**config.mk**
```make
export PLATFORM = sky130hd
export DESIGN_NAME = rle_pattern_run_decoder
export DESIGN_NICKNAME = d
export VERILOG_FILES = /design/src/hw/rtl/rprd_pkg.sv /design/src/hw/rtl/rle_pattern_run_decoder.sv
export VERILOG_INCLUDE_DIRS = /design/src /design/src/hw/rtl
export SDC_FILE = /design/constraint.sdc
export NUM_CORES = 1
export LEC_CHECK = 0
export ABC_AREA = 0
export BUFFER_PORTS_ARGS = -buffer_cell sky130_fd_sc_hd__buf_2
export CAP_MARGIN = 20
export CORE_UTILIZATION = 35
export CTS_CLUSTER_DIAMETER = 150
export CTS_CLUSTER_SIZE = 20
export DETAILED_ROUTE_END_ITERATION = 8
export SLEW_MARGIN = 5
export SYNTH_ARGS = -nofsm -noshare
export SYNTH_HDL_FRONTEND = slang
export SYNTH_SLANG_ARGS = --single-unit
export TNS_END_PERCENT = 10
```
**constraint.sdc**
```tcl
create_clock -name clk -period 5 [get_ports clk]
set_input_delay 0.5 -clock clk [delete_from_list [all_inputs] [get_ports clk]]
set_output_delay 0.5 -clock clk [all_outputs]
set_load 0.05 [all_outputs]
```
**src/hw/rtl/rle_pattern_run_decoder_defines.svh**
```systemverilog
// Assertion macros for the run-length pattern decoder.
`ifndef RLE_PATTERN_RUN_DECODER_DEFINES_SVH
`define RLE_PATTERN_RUN_DECODER_DEFINES_SVH

`ifndef SYNTH

// cons must hold in the same cycle as ante
`define RPRD_ASSERT_IMPL(label, clk, rst_n, ante, cons, msg) \
  label: assert property (@(posedge clk) disable iff (!rst_n) (ante) |-> (cons)) \
    else $error(msg);

// cons must hold in the cycle after ante
`define RPRD_ASSERT_NEXT(label, clk, rst_n, ante, cons, msg) \
  label: assert property (@(posedge clk) disable iff (!rst_n) (ante) |=> (cons)) \
    else $error(msg);

`else

`define RPRD_ASSERT_IMPL(label, clk, rst_n, ante, cons, msg)
`define RPRD_ASSERT_NEXT(label, clk, rst_n, ante, cons, msg)

`endif

`endif

```
**src/hw/rtl/rprd_pkg.sv**
```systemverilog
`default_nettype none

package rprd_pkg;

  localparam int unsigned CHAR_W  = 8;
  localparam int unsigned COUNT_W = 12;
  localparam int unsigned FIELD_W = 12;
  localparam int unsigned STATE_W = 5;

  localparam logic [COUNT_W-1:0] COUNT_MAX = '1;

  localparam logic [CHAR_W-1:0] CH_NUL   = 8'h00;
  localparam logic [CHAR_W-1:0] CH_BANG  = 8'h21;
  localparam logic [CHAR_W-1:0] CH_DOLL  = 8'h24;
  localparam logic [CHAR_W-1:0] CH_DEAD  = 8'h62;
  localparam logic [CHAR_W-1:0] CH_DOT   = 8'h2E;
  localparam logic [CHAR_W-1:0] CH_LIVE  = 8'h6F;
  localparam logic [CHAR_W-1:0] CH_A     = 8'h41;
  localparam logic [CHAR_W-1:0] CH_Z     = 8'h5A;
  localparam logic [CHAR_W-1:0] CH_0     = 8'h30;
  localparam logic [CHAR_W-1:0] CH_9     = 8'h39;
  localparam logic [CHAR_W-1:0] CH_SPACE = 8'h20;
  localparam logic [CHAR_W-1:0] CH_LF    = 8'h0A;
  localparam logic [CHAR_W-1:0] CH_TAB   = 8'h09;

  localparam logic [STATE_W-1:0] STATE_LIVE = 5'd1;

  typedef enum logic [0:0] {
    CFG_X_ORIGIN = 1'b0,
    CFG_Y_ORIGIN = 1'b1
  } cfg_idx_t;

endpackage

`default_nettype wire

```
**src/hw/rtl/rle_pattern_run_decoder.sv**
```systemverilog
// Run-length pattern decoder, one character per request.
// Pipeline: input register, then result register, between input accept and result valid.
// Throughput: one character per cycle; the only stall source is a held result register.
// Reset (synchronous, rst_n low): origins, run count and offsets clear to zero,
// both pipeline stages empty.
`default_nettype none

`include "rle_pattern_run_decoder_defines.svh"

module rle_pattern_run_decoder #(
  parameter int unsigned COORD_WIDTH = 12
) (
  input  wire logic                           clk,
  input  wire logic                           rst_n,
  input  wire logic                           cfg_we,
  input  wire logic [0:0]                     cfg_index,
  input  wire logic [rprd_pkg::FIELD_W-1:0]   cfg_wdata,
  input  wire logic                           in_valid,
  output      logic                           in_stall,
  input  wire logic [rprd_pkg::CHAR_W-1:0]    in_character,
  output      logic                           out_valid,
  input  wire logic                           out_stall,
  output      logic [rprd_pkg::FIELD_W-1:0]   out_run_x,
  output      logic [rprd_pkg::FIELD_W-1:0]   out_run_y,
  output      logic [rprd_pkg::COUNT_W-1:0]   out_run_length,
  output      logic [rprd_pkg::STATE_W-1:0]   out_cell_state,
  output      logic                           out_pattern_end
);

  localparam int unsigned CW   = COORD_WIDTH;
  localparam int unsigned AW   = (CW > rprd_pkg::FIELD_W) ? CW : rprd_pkg::FIELD_W;
  localparam int unsigned SUMW = AW + 1;
  localparam logic [SUMW-1:0] COORD_MAX_EXT = {{(SUMW-CW){1'b0}}, {CW{1'b1}}};
  localparam logic [CW-1:0]   COORD_MAX     = {CW{1'b1}};

  // saturating add of a coordinate and an amount as wide as the wider of the two
  function automatic logic [CW-1:0] sat_add(input logic [CW-1:0] a,
                                            input logic [AW-1:0] b);
    logic [SUMW-1:0] s;
    s = SUMW'(a) + SUMW'(b);
    return (s > COORD_MAX_EXT) ? COORD_MAX : s[CW-1:0];
  endfunction

  function automatic logic [rprd_pkg::FIELD_W-1:0] to_field(input logic [CW-1:0] v);
    logic [SUMW-1:0] e;
    e = SUMW'(v);
    return e[rprd_pkg::FIELD_W-1:0];
  endfunction

  // ---------------------------------------------------------------- config
  logic [CW-1:0]   x_origin_r;
  logic [CW-1:0]   y_origin_r;
  logic [SUMW-1:0] cfg_ext;
  logic [CW-1:0]   cfg_clamped;

  assign cfg_ext     = SUMW'(cfg_wdata);
  assign cfg_clamped = (cfg_ext > COORD_MAX_EXT) ? COORD_MAX : cfg_ext[CW-1:0];

  always_ff @(posedge clk) begin
    if (!rst_n) begin
      x_origin_r <= '0;
      y_origin_r <= '0;
    end else if (cfg_we) begin
      unique case (cfg_index)
        rprd_pkg::CFG_X_ORIGIN: x_origin_r <= cfg_clamped;
        rprd_pkg::CFG_Y_ORIGIN: y_origin_r <= cfg_clamped;
        default: ;
      endcase
    end
  end

  // ---------------------------------------------------------------- input stage
  logic                         s1_valid_r;
  logic [rprd_pkg::CHAR_W-1:0]  char_r;
  logic                         s1_adv;
  logic                         s1_emit;
  logic                         out_free;
  logic                         out_valid_r;

  assign out_free = !out_valid_r || !out_stall;
  // an item that produces nothing never waits on the result side
  assign s1_adv   = s1_valid_r && (!s1_emit || out_free);
  assign in_stall = s1_valid_r && !s1_adv;

  always_ff @(posedge clk) begin
    if (!rst_n) begin
      s1_valid_r <= 1'b0;
    end else if (in_valid && !in_stall) begin
      s1_valid_r <= 1'b1;
    end else if (s1_adv) begin
      s1_valid_r <= 1'b0;
    end
  end

  always_ff @(posedge clk) begin
    if (in_valid && !in_stall) begin
      char_r <= in_character;
    end
  end

  // ---------------------------------------------------------------- decode
  logic [rprd_pkg::COUNT_W-1:0]  dc_r, dc_nxt;
  logic [CW-1:0]                 col_r, col_nxt;
  logic [CW-1:0]                 row_r, row_nxt;
  logic [rprd_pkg::COUNT_W-1:0]  n;
  logic [rprd_pkg::COUNT_W+3:0]  dc_acc;
  logic                          is_end, is_ws, is_digit, is_skip, is_row, is_live, is_letter;
  logic [rprd_pkg::FIELD_W-1:0]  res_x, res_y;
  logic [rprd_pkg::COUNT_W-1:0]  res_len;
  logic [rprd_pkg::STATE_W-1:0]  res_state;
  logic                          res_end;

  assign is_end    = (char_r == rprd_pkg::CH_NUL) || (char_r == rprd_pkg::CH_BANG);
  assign is_ws     = (char_r == rprd_pkg::CH_SPACE) || (char_r == rprd_pkg::CH_LF) ||
                     (char_r == rprd_pkg::CH_TAB);
  assign is_digit  = (char_r >= rprd_pkg::CH_0) && (char_r <= rprd_pkg::CH_9);
  assign is_skip   = (char_r == rprd_pkg::CH_DEAD) || (char_r == rprd_pkg::CH_DOT);
  assign is_row    = (char_r == rprd_pkg::CH_DOLL);
  assign is_live   = (char_r == rprd_pkg::CH_LIVE);
  assign is_letter = (char_r >= rprd_pkg::CH_A) && (char_r <= rprd_pkg::CH_Z);

  assign n = (dc_r == '0) ? rprd_pkg::COUNT_W'(1) : dc_r;
  // count * 10 + digit as shifts and adds
  assign dc_acc = ((rprd_pkg::COUNT_W+4)'(dc_r) << 3) + ((rprd_pkg::COUNT_W+4)'(dc_r) << 1) +
                  (rprd_pkg::COUNT_W+4)'(char_r[3:0]);

  always_comb begin
    dc_nxt    = dc_r;
    col_nxt   = col_r;
    row_nxt   = row_r;
    s1_emit   = 1'b0;
    res_x     = '0;
    res_y     = '0;
    res_len   = '0;
    res_state = '0;
    res_end   = 1'b0;
    if (is_end) begin
      s1_emit = 1'b1;
      res_end = 1'b1;
      dc_nxt  = '0;
      col_nxt = '0;
      row_nxt = '0;
    end else if (is_ws) begin
      dc_nxt = dc_r;
    end else if (is_digit) begin
      dc_nxt = (dc_acc > (rprd_pkg::COUNT_W+4)'(rprd_pkg::COUNT_MAX)) ?
               rprd_pkg::COUNT_MAX : dc_acc[rprd_pkg::COUNT_W-1:0];
    end else begin
      dc_nxt = '0;
      if (is_skip) begin
        col_nxt = sat_add(col_r, AW'(n));
      end else if (is_row) begin
        row_nxt = sat_add(row_r, AW'(n));
        col_nxt = '0;
      end else if (is_live || is_letter) begin
        s1_emit   = 1'b1;
        res_x     = to_field(sat_add(x_origin_r, AW'(col_r)));
        res_y     = to_field(sat_add(y_origin_r, AW'(row_r)));
        res_len   = n;
        // 'A'..'Z' map to 1..26 through the low five bits
        res_state = is_live ? rprd_pkg::STATE_LIVE : char_r[rprd_pkg::STATE_W-1:0];
        col_nxt   = sat_add(col_r, AW'(n));
      end
    end
  end

  always_ff @(posedge clk) begin
    if (!rst_n) begin
      dc_r  <= '0;
      col_r <= '0;
      row_r <= '0;
    end else if (s1_adv) begin
      dc_r  <= dc_nxt;
      col_r <= col_nxt;
      row_r <= row_nxt;
    end
  end

  // ---------------------------------------------------------------- result register
  always_ff @(posedge clk) begin
    if (!rst_n) begin
      out_valid_r <= 1'b0;
    end else if (out_free) begin
      out_valid_r <= s1_valid_r && s1_emit;
    end
  end

  always_ff @(posedge clk) begin
    if (s1_adv && s1_emit) begin
      out_run_x       <= res_x;
      out_run_y       <= res_y;
      out_run_length  <= res_len;
      out_cell_state  <= res_state;
      out_pattern_end <= res_end;
    end
  end

  assign out_valid = out_valid_r;

  // ---------------------------------------------------------------- checks
  `RPRD_ASSERT_IMPL(a_end_fields, clk, rst_n, out_valid_r && out_pattern_end,
    out_run_x == '0 && out_run_y == '0 && out_run_length == '0 && out_cell_state == '0,
    "end marker carries nonzero fields")
  `RPRD_ASSERT_IMPL(a_run_fields, clk, rst_n, out_valid_r && !out_pattern_end,
    out_run_length != '0 && out_cell_state != '0,
    "run command with zero length or state")
  `RPRD_ASSERT_NEXT(a_end_rewind, clk, rst_n, s1_adv && is_end,
    dc_r == '0 && col_r == '0 && row_r == '0,
    "end marker did not rewind")
  `RPRD_ASSERT_IMPL(a_hold_blocked, clk, rst_n,
    s1_valid_r && s1_emit && out_valid_r && out_stall, in_stall && !s1_adv,
    "pending run lost while result blocked")

endmodule

`default_nettype wire

```
After elaboration in Yosys (flattened, before gate mapping). Cells that the tools add are included.

Add/sub/neg operators: 6. Order comparisons: 10. Eq/ne operators: 11. Multiplexer cells: 31. Bitwise operators: 2. Reduce and logical (&&, ||, !) cells: 31.

Operators with widths (number): 12-bit 2-to-1 mux (21); 12-bit by 12-bit adder with 13-bit output (4); 13-bit by 12-bit greater-than comparator with 1-bit output, second input constant (4); 8-bit by 6-bit equality test with 1-bit output, second input constant (4); 15-bit by 13-bit adder with 16-bit output (1); 16-bit by 4-bit adder with 16-bit output (1); 8-bit by 4-bit equality test with 1-bit output, second input constant (2); 8-bit by 7-bit equality test with 1-bit output, second input constant (2); 16-bit by 12-bit greater-than comparator with 1-bit output, second input constant (1); 12-bit greater-than comparator, second input constant (1); 12-bit zero test (1); 1-bit 2-to-1 mux (10); 8-bit by 6-bit >= comparator with 1-bit output, second input constant (1); 8-bit by 7-bit >= comparator with 1-bit output, second input constant (1); 8-bit by 6-bit <= comparator with 1-bit output, second input constant (1); 8-bit by 7-bit <= comparator with 1-bit output, second input constant (1); 8-bit zero test (1); 1-bit logical AND (7); 1-bit logical OR (7); 7-bit OR reduction (1); 2-bit inequality test, second input constant (3); 2-bit AND reduction (3); 6-bit OR reduction (1); 1-bit zero test (5); other kinds (5) (7).

Bits in registers: 112. Input bits: 26. Output and inout bits: 44. Logic and storage cells: 105.

Longest topological paths before layout.
Depth in word-level cells: 17. Depth in mapped cells: 11.

Least setup slack after synthesis. OpenSTA, ideal clock, no wires.

Kind: register to register. From: register char_r[3] (netlist bit). To: register out_cell_state[0] (netlist bit) (enable). Setup time: 442 ps. Arrival time: 3151 ps. Setup slack: 1408 ps. Stages on the path, launching flop included: 6. Path buffers: 1. Cells stage by stage: edfxtp_1 buf_2 or2_2 nor4_4 o21ai_0 nor2_1.

RTL lines: start: declaration (RTL line rle_pattern_run_decoder.sv:74) `logic [rprd_pkg::CHAR_W-1:0] char_r;`; start signal: assignment (RTL line rle_pattern_run_decoder.sv:97) `char_r <= in_character;`; 8-bit by 6-bit equality test with 1-bit output or 8-bit zero test (tied branches) (RTL line rle_pattern_run_decoder.sv:113) `assign is_end = (char_r == rprd_pkg::CH_NUL) || (char_r == rprd_pkg::CH_BANG);`; 1-bit logical OR (*) (RTL line rle_pattern_run_decoder.sv:113); via is_end (RTL line rle_pattern_run_decoder.sv:107) `logic is_end, is_ws, is_digit, is_skip, is_row, is_live, is_letter;`; 1-bit 2-to-1 mux (*) (RTL line rle_pattern_run_decoder.sv:137) `if (is_end) begin`; 1-bit zero test (RTL line rle_pattern_run_decoder.sv:82) `assign s1_adv = s1_valid_r && (!s1_emit || out_free);`; 1-bit logical OR (RTL line rle_pattern_run_decoder.sv:82); 1-bit logical AND (RTL line rle_pattern_run_decoder.sv:82); 1-bit logical AND (*) (RTL line rle_pattern_run_decoder.sv:189) `if (s1_adv && s1_emit) begin`; end signal: assignment (RTL line rle_pattern_run_decoder.sv:193) `out_cell_state <= res_state;`; end: declaration (RTL line rle_pattern_run_decoder.sv:26) `output logic [rprd_pkg::STATE_W-1:0] out_cell_state,`.

Mark *: on every way through the listed nets, which the timed path passes. The rest lies on a longest branch. A chain may end at the register's enable or synchronous reset.

Final worst setup path.
From: register dc_r[3] (netlist bit). To: register row_r[4].

Longest elaborated chain between the ends: 10.

Ends and longest elaborated chain: start: declaration (RTL line rle_pattern_run_decoder.sv:102) `logic [rprd_pkg::COUNT_W-1:0] dc_r, dc_nxt;`; start signal: assignment (RTL line rle_pattern_run_decoder.sv:173) `dc_r <= dc_nxt;`; 12-bit zero test (*) (RTL line rle_pattern_run_decoder.sv:122) `assign n = (dc_r == '0) ? rprd_pkg::COUNT_W'(1) : dc_r;`; 12-bit 2-to-1 mux (*) (RTL line rle_pattern_run_decoder.sv:122); via n (one bit) (RTL line rle_pattern_run_decoder.sv:105) `logic [rprd_pkg::COUNT_W-1:0] n;`; 12-bit by 12-bit adder with 13-bit output (*) (RTL line rle_pattern_run_decoder.sv:40) `s = SUMW'(a) + SUMW'(b);`; 13-bit by 12-bit greater-than comparator with 1-bit output (RTL line rle_pattern_run_decoder.sv:41) `return (s > COORD_MAX_EXT) ? COORD_MAX : s[CW-1:0];`; 12-bit 2-to-1 mux (*) (RTL line rle_pattern_run_decoder.sv:41); 12-bit 2-to-1 mux (*) (RTL line rle_pattern_run_decoder.sv:152) `end else if (is_row) begin`; 12-bit 2-to-1 mux (*) (RTL line rle_pattern_run_decoder.sv:150) `if (is_skip) begin`; 12-bit 2-to-1 mux (*) (RTL line rle_pattern_run_decoder.sv:145) `end else if (is_digit) begin`; 12-bit 2-to-1 mux (*) (RTL line rle_pattern_run_decoder.sv:143) `end else if (is_ws) begin`; 12-bit 2-to-1 mux (*) (RTL line rle_pattern_run_decoder.sv:137); end signal: assignment (RTL line rle_pattern_run_decoder.sv:175) `row_r <= row_nxt;`; end: declaration (RTL line rle_pattern_run_decoder.sv:104) `logic [CW-1:0] row_r, row_nxt;`.

Mark *: on every way through the listed nets, which the timed path passes. The rest lies on a longest branch. The select of a mux whose other input is x is not followed.

==> results.md <==
Detailed routing:
- After detailed routing, the total wire length is 17,200 um.
- Detailed routing placed a total of 7680 um of wire on met2.
- The highest metal layer carrying signal wires in the routed design is met4.
- The detail route stage leaves a number of antenna-violating nets equal to 0.
- The via-per-instance ratio is 5.25.
- The iteration count of the initial detailed-routing pass is 7.
- The routed layout has 5,859 vias.
- The detailed-route wire length per cell is 15.4 um.
- For this run, design rule violations remaining after detail routing come to 0.
- The routed length on met1 is 8420 um.
- Wire segments on met3 add up to 839 um in the final route.
- The DRC marker count from the first detailed-route iteration is 313.

Floorplanning:
- The die span in y is 146 um.
- The standard cell core area is 20,200 sq um.
- The floorplan die area is 21,300 sq um.
- The die outline width is 146 um.
- Once the floorplan was initialized, standard cells occupied 35.8% of the core.
- In this run the count of I/O pins placed on the die edge is 70.
- The number of rows created at floorplan is 52.

Synth:
- Sequential elements use 37.9% of the synthesized area.
- The biggest area contributor in the post-synthesis netlist is sky130_fd_sc_hd__edfxtp_1.
- The number of nets produced by synthesis is 897.
- The cell area after synthesis is 7240 sq um.
- Dividing the synthesized area by the synthesized cell count gives 9.12 sq um.
- In this run, synthesis inferred 50 flip-flops with an integrated enable.
- The fraction of synthesized cell area taken by the top area cell type is 20.7%.
- Ranked by total cell area, the synthesized netlist is headed by sky130_fd_sc_hd__edfxtp_1, sky130_fd_sc_hd__dfxtp_1, sky130_fd_sc_hd__ha_1.
- The synthesized netlist cell count is 794.
- Of all flip-flops after synthesis, the portion carrying an async set or reset was 0%.
- Among all flip-flop cells after synthesis, the most frequent one is sky130_fd_sc_hd__dfxtp_1.
- The distinct cell type count of the synthesized netlist is 67.
- The register bit total from synthesis is 112.
- The synthesis warning total is 0.

STA:
- The final hold violation count is 0.
- At the pin with the least slew margin, the transition time is 954 ps.
- Summed over all failing endpoints, the final setup total negative slack is 0 ps.
- Setup repair after global routing left no endpoint under its margin.
- The number of pins exceeding their max-slew limit in the final report is 0.
- Setup violations remaining at the end of the flow were counted as 0.
- The maximum achievable frequency is 0.292 GHz.
- The routed design could run at a clock period as short as 3420 ps.
- Once routing completed, OpenROAD measured the worst setup slack at 1580 ps.
- The worst clock skew is 10.4 ps.
- After layout, the worst path uses 68.5% of the clock period.
- The remaining max-slew budget at the tightest pin is 36.1%.

Clocking:
- The number of levels the H-tree was split into is 3.
- The number of buffers inserted by post-CTS setup repair is 0.
- TritonCTS created 9 clock buffers.
- The largest buffer count on any clock path is 2.
- The clock latency of the later-clocked register in the worst-skew pair is 360 ps.
- The root buffer selected by CTS is sky130_fd_sc_hd__clkbuf_16.
- The clock drives 112 sinks.
- The number of hold buffers added after CTS was 0.
- After clock tree synthesis, the clock-pin slew on the worst setup and hold paths is 80 ps.
- The CTS tree is built.
- The number of gates resized after CTS was 0.

Min path:
- In this run the worst hold path is classified as in2reg.
- The worst hold path terminates at char_r[6].
- The startpoint identified for the worst hold timing path is in_character[6].
- The number of stages on the worst hold path is 1.

Placed design:
- The count of buffers inserted at the top-level ports is 69.
- OpenSTA, run right after detailed placement, puts the worst setup slack at 1600 ps.
- At the end of routability-driven placement, the weighted congestion stood at 0.894.
- After legalization and detailed placement, the total HPWL measured 13,100 um.

Worst setup path:
- The required time of the critical path is 5280 ps.
- Along the worst path, the maximum fanout reaches 10.
- In this design, the stage delay of the slowest critical-path cell is 770 ps.
- Measured in cells, the most critical reg-to-reg path has a length of 11.
- Counting both buffers and inverters, the worst setup path holds a total of 1.
- The arrival time of the worst setup path is 3700 ps.
- The startpoint identified for the worst register-to-register timing path is dc_r[3].
- Walking the worst path, the cells encountered are nor4_1, a31o_2, ha_1, inv_1, fa_1, nand2b_1, a21oi_1, o211ai_1, a32oi_1, nor2_1, o21ai_0.
- Across all register-to-register paths, the minimum setup slack is 1580 ps.
- The cell family contributing the most delay on the critical path is compound AO/OA/AOI/OAI gates.
- The end of the worst register-to-register path is row_r[4].
- The start-to-end type of the worst setup path is reg2reg.
- The standard cell with the maximum stage delay on the critical path is sky130_fd_sc_hd__a32oi_1.
- The launching element type of the critical path is a register.
- The category of the worst setup path capture point is a register.

GRT:
- Global routing used 16.6% of the available tracks across all layers.
- The via count of the first global-routing pass is 5,457.
- The total congestion overflow is 0.
- The first global-routing pass estimated 28,200 um of wire.
- The initial antenna violation count was 0.
- Entering global routing, the biggest net connects 28 pins.

Flow run:
- The number of maximum-capacitance constraint violations is 0.

Layout:
- Summing all multi-input logic gate instances after layout gives 4250 sq um.
- For this run, the share of the core covered by cells in the final layout is 39.8%.
- The area added between synthesis and finish is 11.3%.
- The final net count is 945.
- The sequential cells in the finished layout cover a total of 2740 sq um.
- The fraction of layout cells with a size suffix above 1 is 12.6%.
- The number of antenna repair diodes is 0.
- The number of fill cells in the layout is 2,029.

Status:
- The flow ran to the end, and the final reports show no timing, DRC or antenna violations.

Power:
- The peak supply drop is 0.000188 V.
- The static leakage power is 3.34 nW.
- The total power density per cell area is 221 nW/um^2.
-- cell usage after synthesis (6+ instances only) --
cell	number
sky130_fd_sc_hd__o21ai_0	40
sky130_fd_sc_hd__o2bb2ai_1	21
sky130_fd_sc_hd__and2_1	23
sky130_fd_sc_hd__inv_1	23
sky130_fd_sc_hd__nor2_1	53
sky130_fd_sc_hd__a31oi_1	6
sky130_fd_sc_hd__nor4_1	6
sky130_fd_sc_hd__fa_1	6
sky130_fd_sc_hd__nand2b_1	16
sky130_fd_sc_hd__a21oi_1	90
sky130_fd_sc_hd__nor3_1	10
sky130_fd_sc_hd__and3_1	6
sky130_fd_sc_hd__nand2_1	90
sky130_fd_sc_hd__edfxtp_1	50
sky130_fd_sc_hd__o21a_1	15
sky130_fd_sc_hd__buf_2	6
sky130_fd_sc_hd__or3_1	8
sky130_fd_sc_hd__xor2_1	14
sky130_fd_sc_hd__nand3_1	19
sky130_fd_sc_hd__dfxtp_1	62
sky130_fd_sc_hd__clkbuf_1	25
sky130_fd_sc_hd__o211ai_1	12
sky130_fd_sc_hd__ha_1	71
sky130_fd_sc_hd__xnor2_1	17
sky130_fd_sc_hd__a211oi_1	7
sky130_fd_sc_hd__a21o_1	19
-- placed cells by master (no fill, tap or decap), types with 6 or more instances in the layout --
cell type / instances
sky130_fd_sc_hd__nand2_1: 90
sky130_fd_sc_hd__a21oi_1: 90
sky130_fd_sc_hd__ha_1: 71
sky130_fd_sc_hd__buf_2: 69
sky130_fd_sc_hd__dfxtp_1: 62
sky130_fd_sc_hd__nor2_1: 52
sky130_fd_sc_hd__edfxtp_1: 50
sky130_fd_sc_hd__o21ai_0: 40
sky130_fd_sc_hd__inv_1: 23
sky130_fd_sc_hd__and2_1: 23
sky130_fd_sc_hd__o2bb2ai_1: 21
sky130_fd_sc_hd__a21o_1: 19
sky130_fd_sc_hd__nand3_1: 19
sky130_fd_sc_hd__xnor2_1: 17
sky130_fd_sc_hd__nand2b_1: 16
sky130_fd_sc_hd__o21a_1: 15
sky130_fd_sc_hd__xor2_1: 14
sky130_fd_sc_hd__o211ai_1: 12
sky130_fd_sc_hd__nor3_1: 10
sky130_fd_sc_hd__clkbuf_16: 9
sky130_fd_sc_hd__or3_1: 8
sky130_fd_sc_hd__a211oi_1: 7
sky130_fd_sc_hd__nor4_1: 6
sky130_fd_sc_hd__a31oi_1: 6
sky130_fd_sc_hd__and3_1: 6
sky130_fd_sc_hd__fa_1: 6
-- power breakdown --
part,internal [mW],switching (mW),total [mW]
registers,0.969,0.0163,0.985
clock network,0.342,0.330,0.672
logic,0.0411,0.0802,0.121
total,1.35,0.426,1.78
-- final cells by class --
cell class	instances	share of cell area [%]
well taps	270	4.19
flip-flops and latches	112	34.0
multi-input cells	623	52.8
clock inverters	4	0.357
clock buffers	12	2.94
inverters	24	1.12
repair buffers	72	4.57
-- flip-flops by register name, summed over array words and instances (netlist names) --
name	flops
char_r	8
col_r	12
dc_r	12
out_cell_state	5
out_pattern_end	1
out_run_length	12
out_run_x	12
out_run_y	12
out_valid	1
row_r	12
s1_valid_r	1
x_origin_r	12
y_origin_r	12
-- through the flow --
step | hold WS [ps] | cell area [sq um] | total power [mW] | std cells
2_1_floorplan | 441 | 7240 | 1.09 | 794
3_3_place_gp | 449 | 7780 | 1.13 | 1100
3_5_place_dp | 451 | 7780 | 1.13 | 1100
4_1_cts | 312 | 8050 | 1.80 | 1116
5_1_grt | 310 | 8060 | 1.86 | 1117
6_report | 324 | 8060 | 1.78 | 1117
-- kinds of logic (layout without fill, tap and decap cells) --
kind of cell    after synthesis  after routing  share of synthesized area, %
simple gates                261            261                          17.9
compound gates              249            249                          22.4
flops                       112            112                          37.9
fa+ha+maj                    77             77                          13.9
buf+inv                      59            112                          3.47
xor+xnor                     31             31                          3.75
mux                           5              5                         0.691
-- routing by layer --
metal  vias to the layer above  GRT usage [%]
li1                       3008              -
met1                      2689           23.3
met2                       143           25.8
met3                        19           3.13
met4                         0           4.74
met5                         -              0
-- how the worst max path moves through the flow --
| stage | cells after the start | endpoint | start | slack [ps] |
|---|---|---|---|---|
| after floorplan | 5 | out_cell_state[0] | char_r[3] | 1410 |
| after global placement | 9 | dc_r[11] | char_r[3] | 1680 |
| after detailed placement | 11 | row_r[4] | dc_r[3] | 1600 |
| after CTS | 11 | row_r[4] | dc_r[3] | 1560 |
| after global routing | 11 | row_r[7] | dc_r[3] | 1120 |
| final | 11 | row_r[4] | dc_r[3] | 1580 |
(Power assumes the default switching activity.)
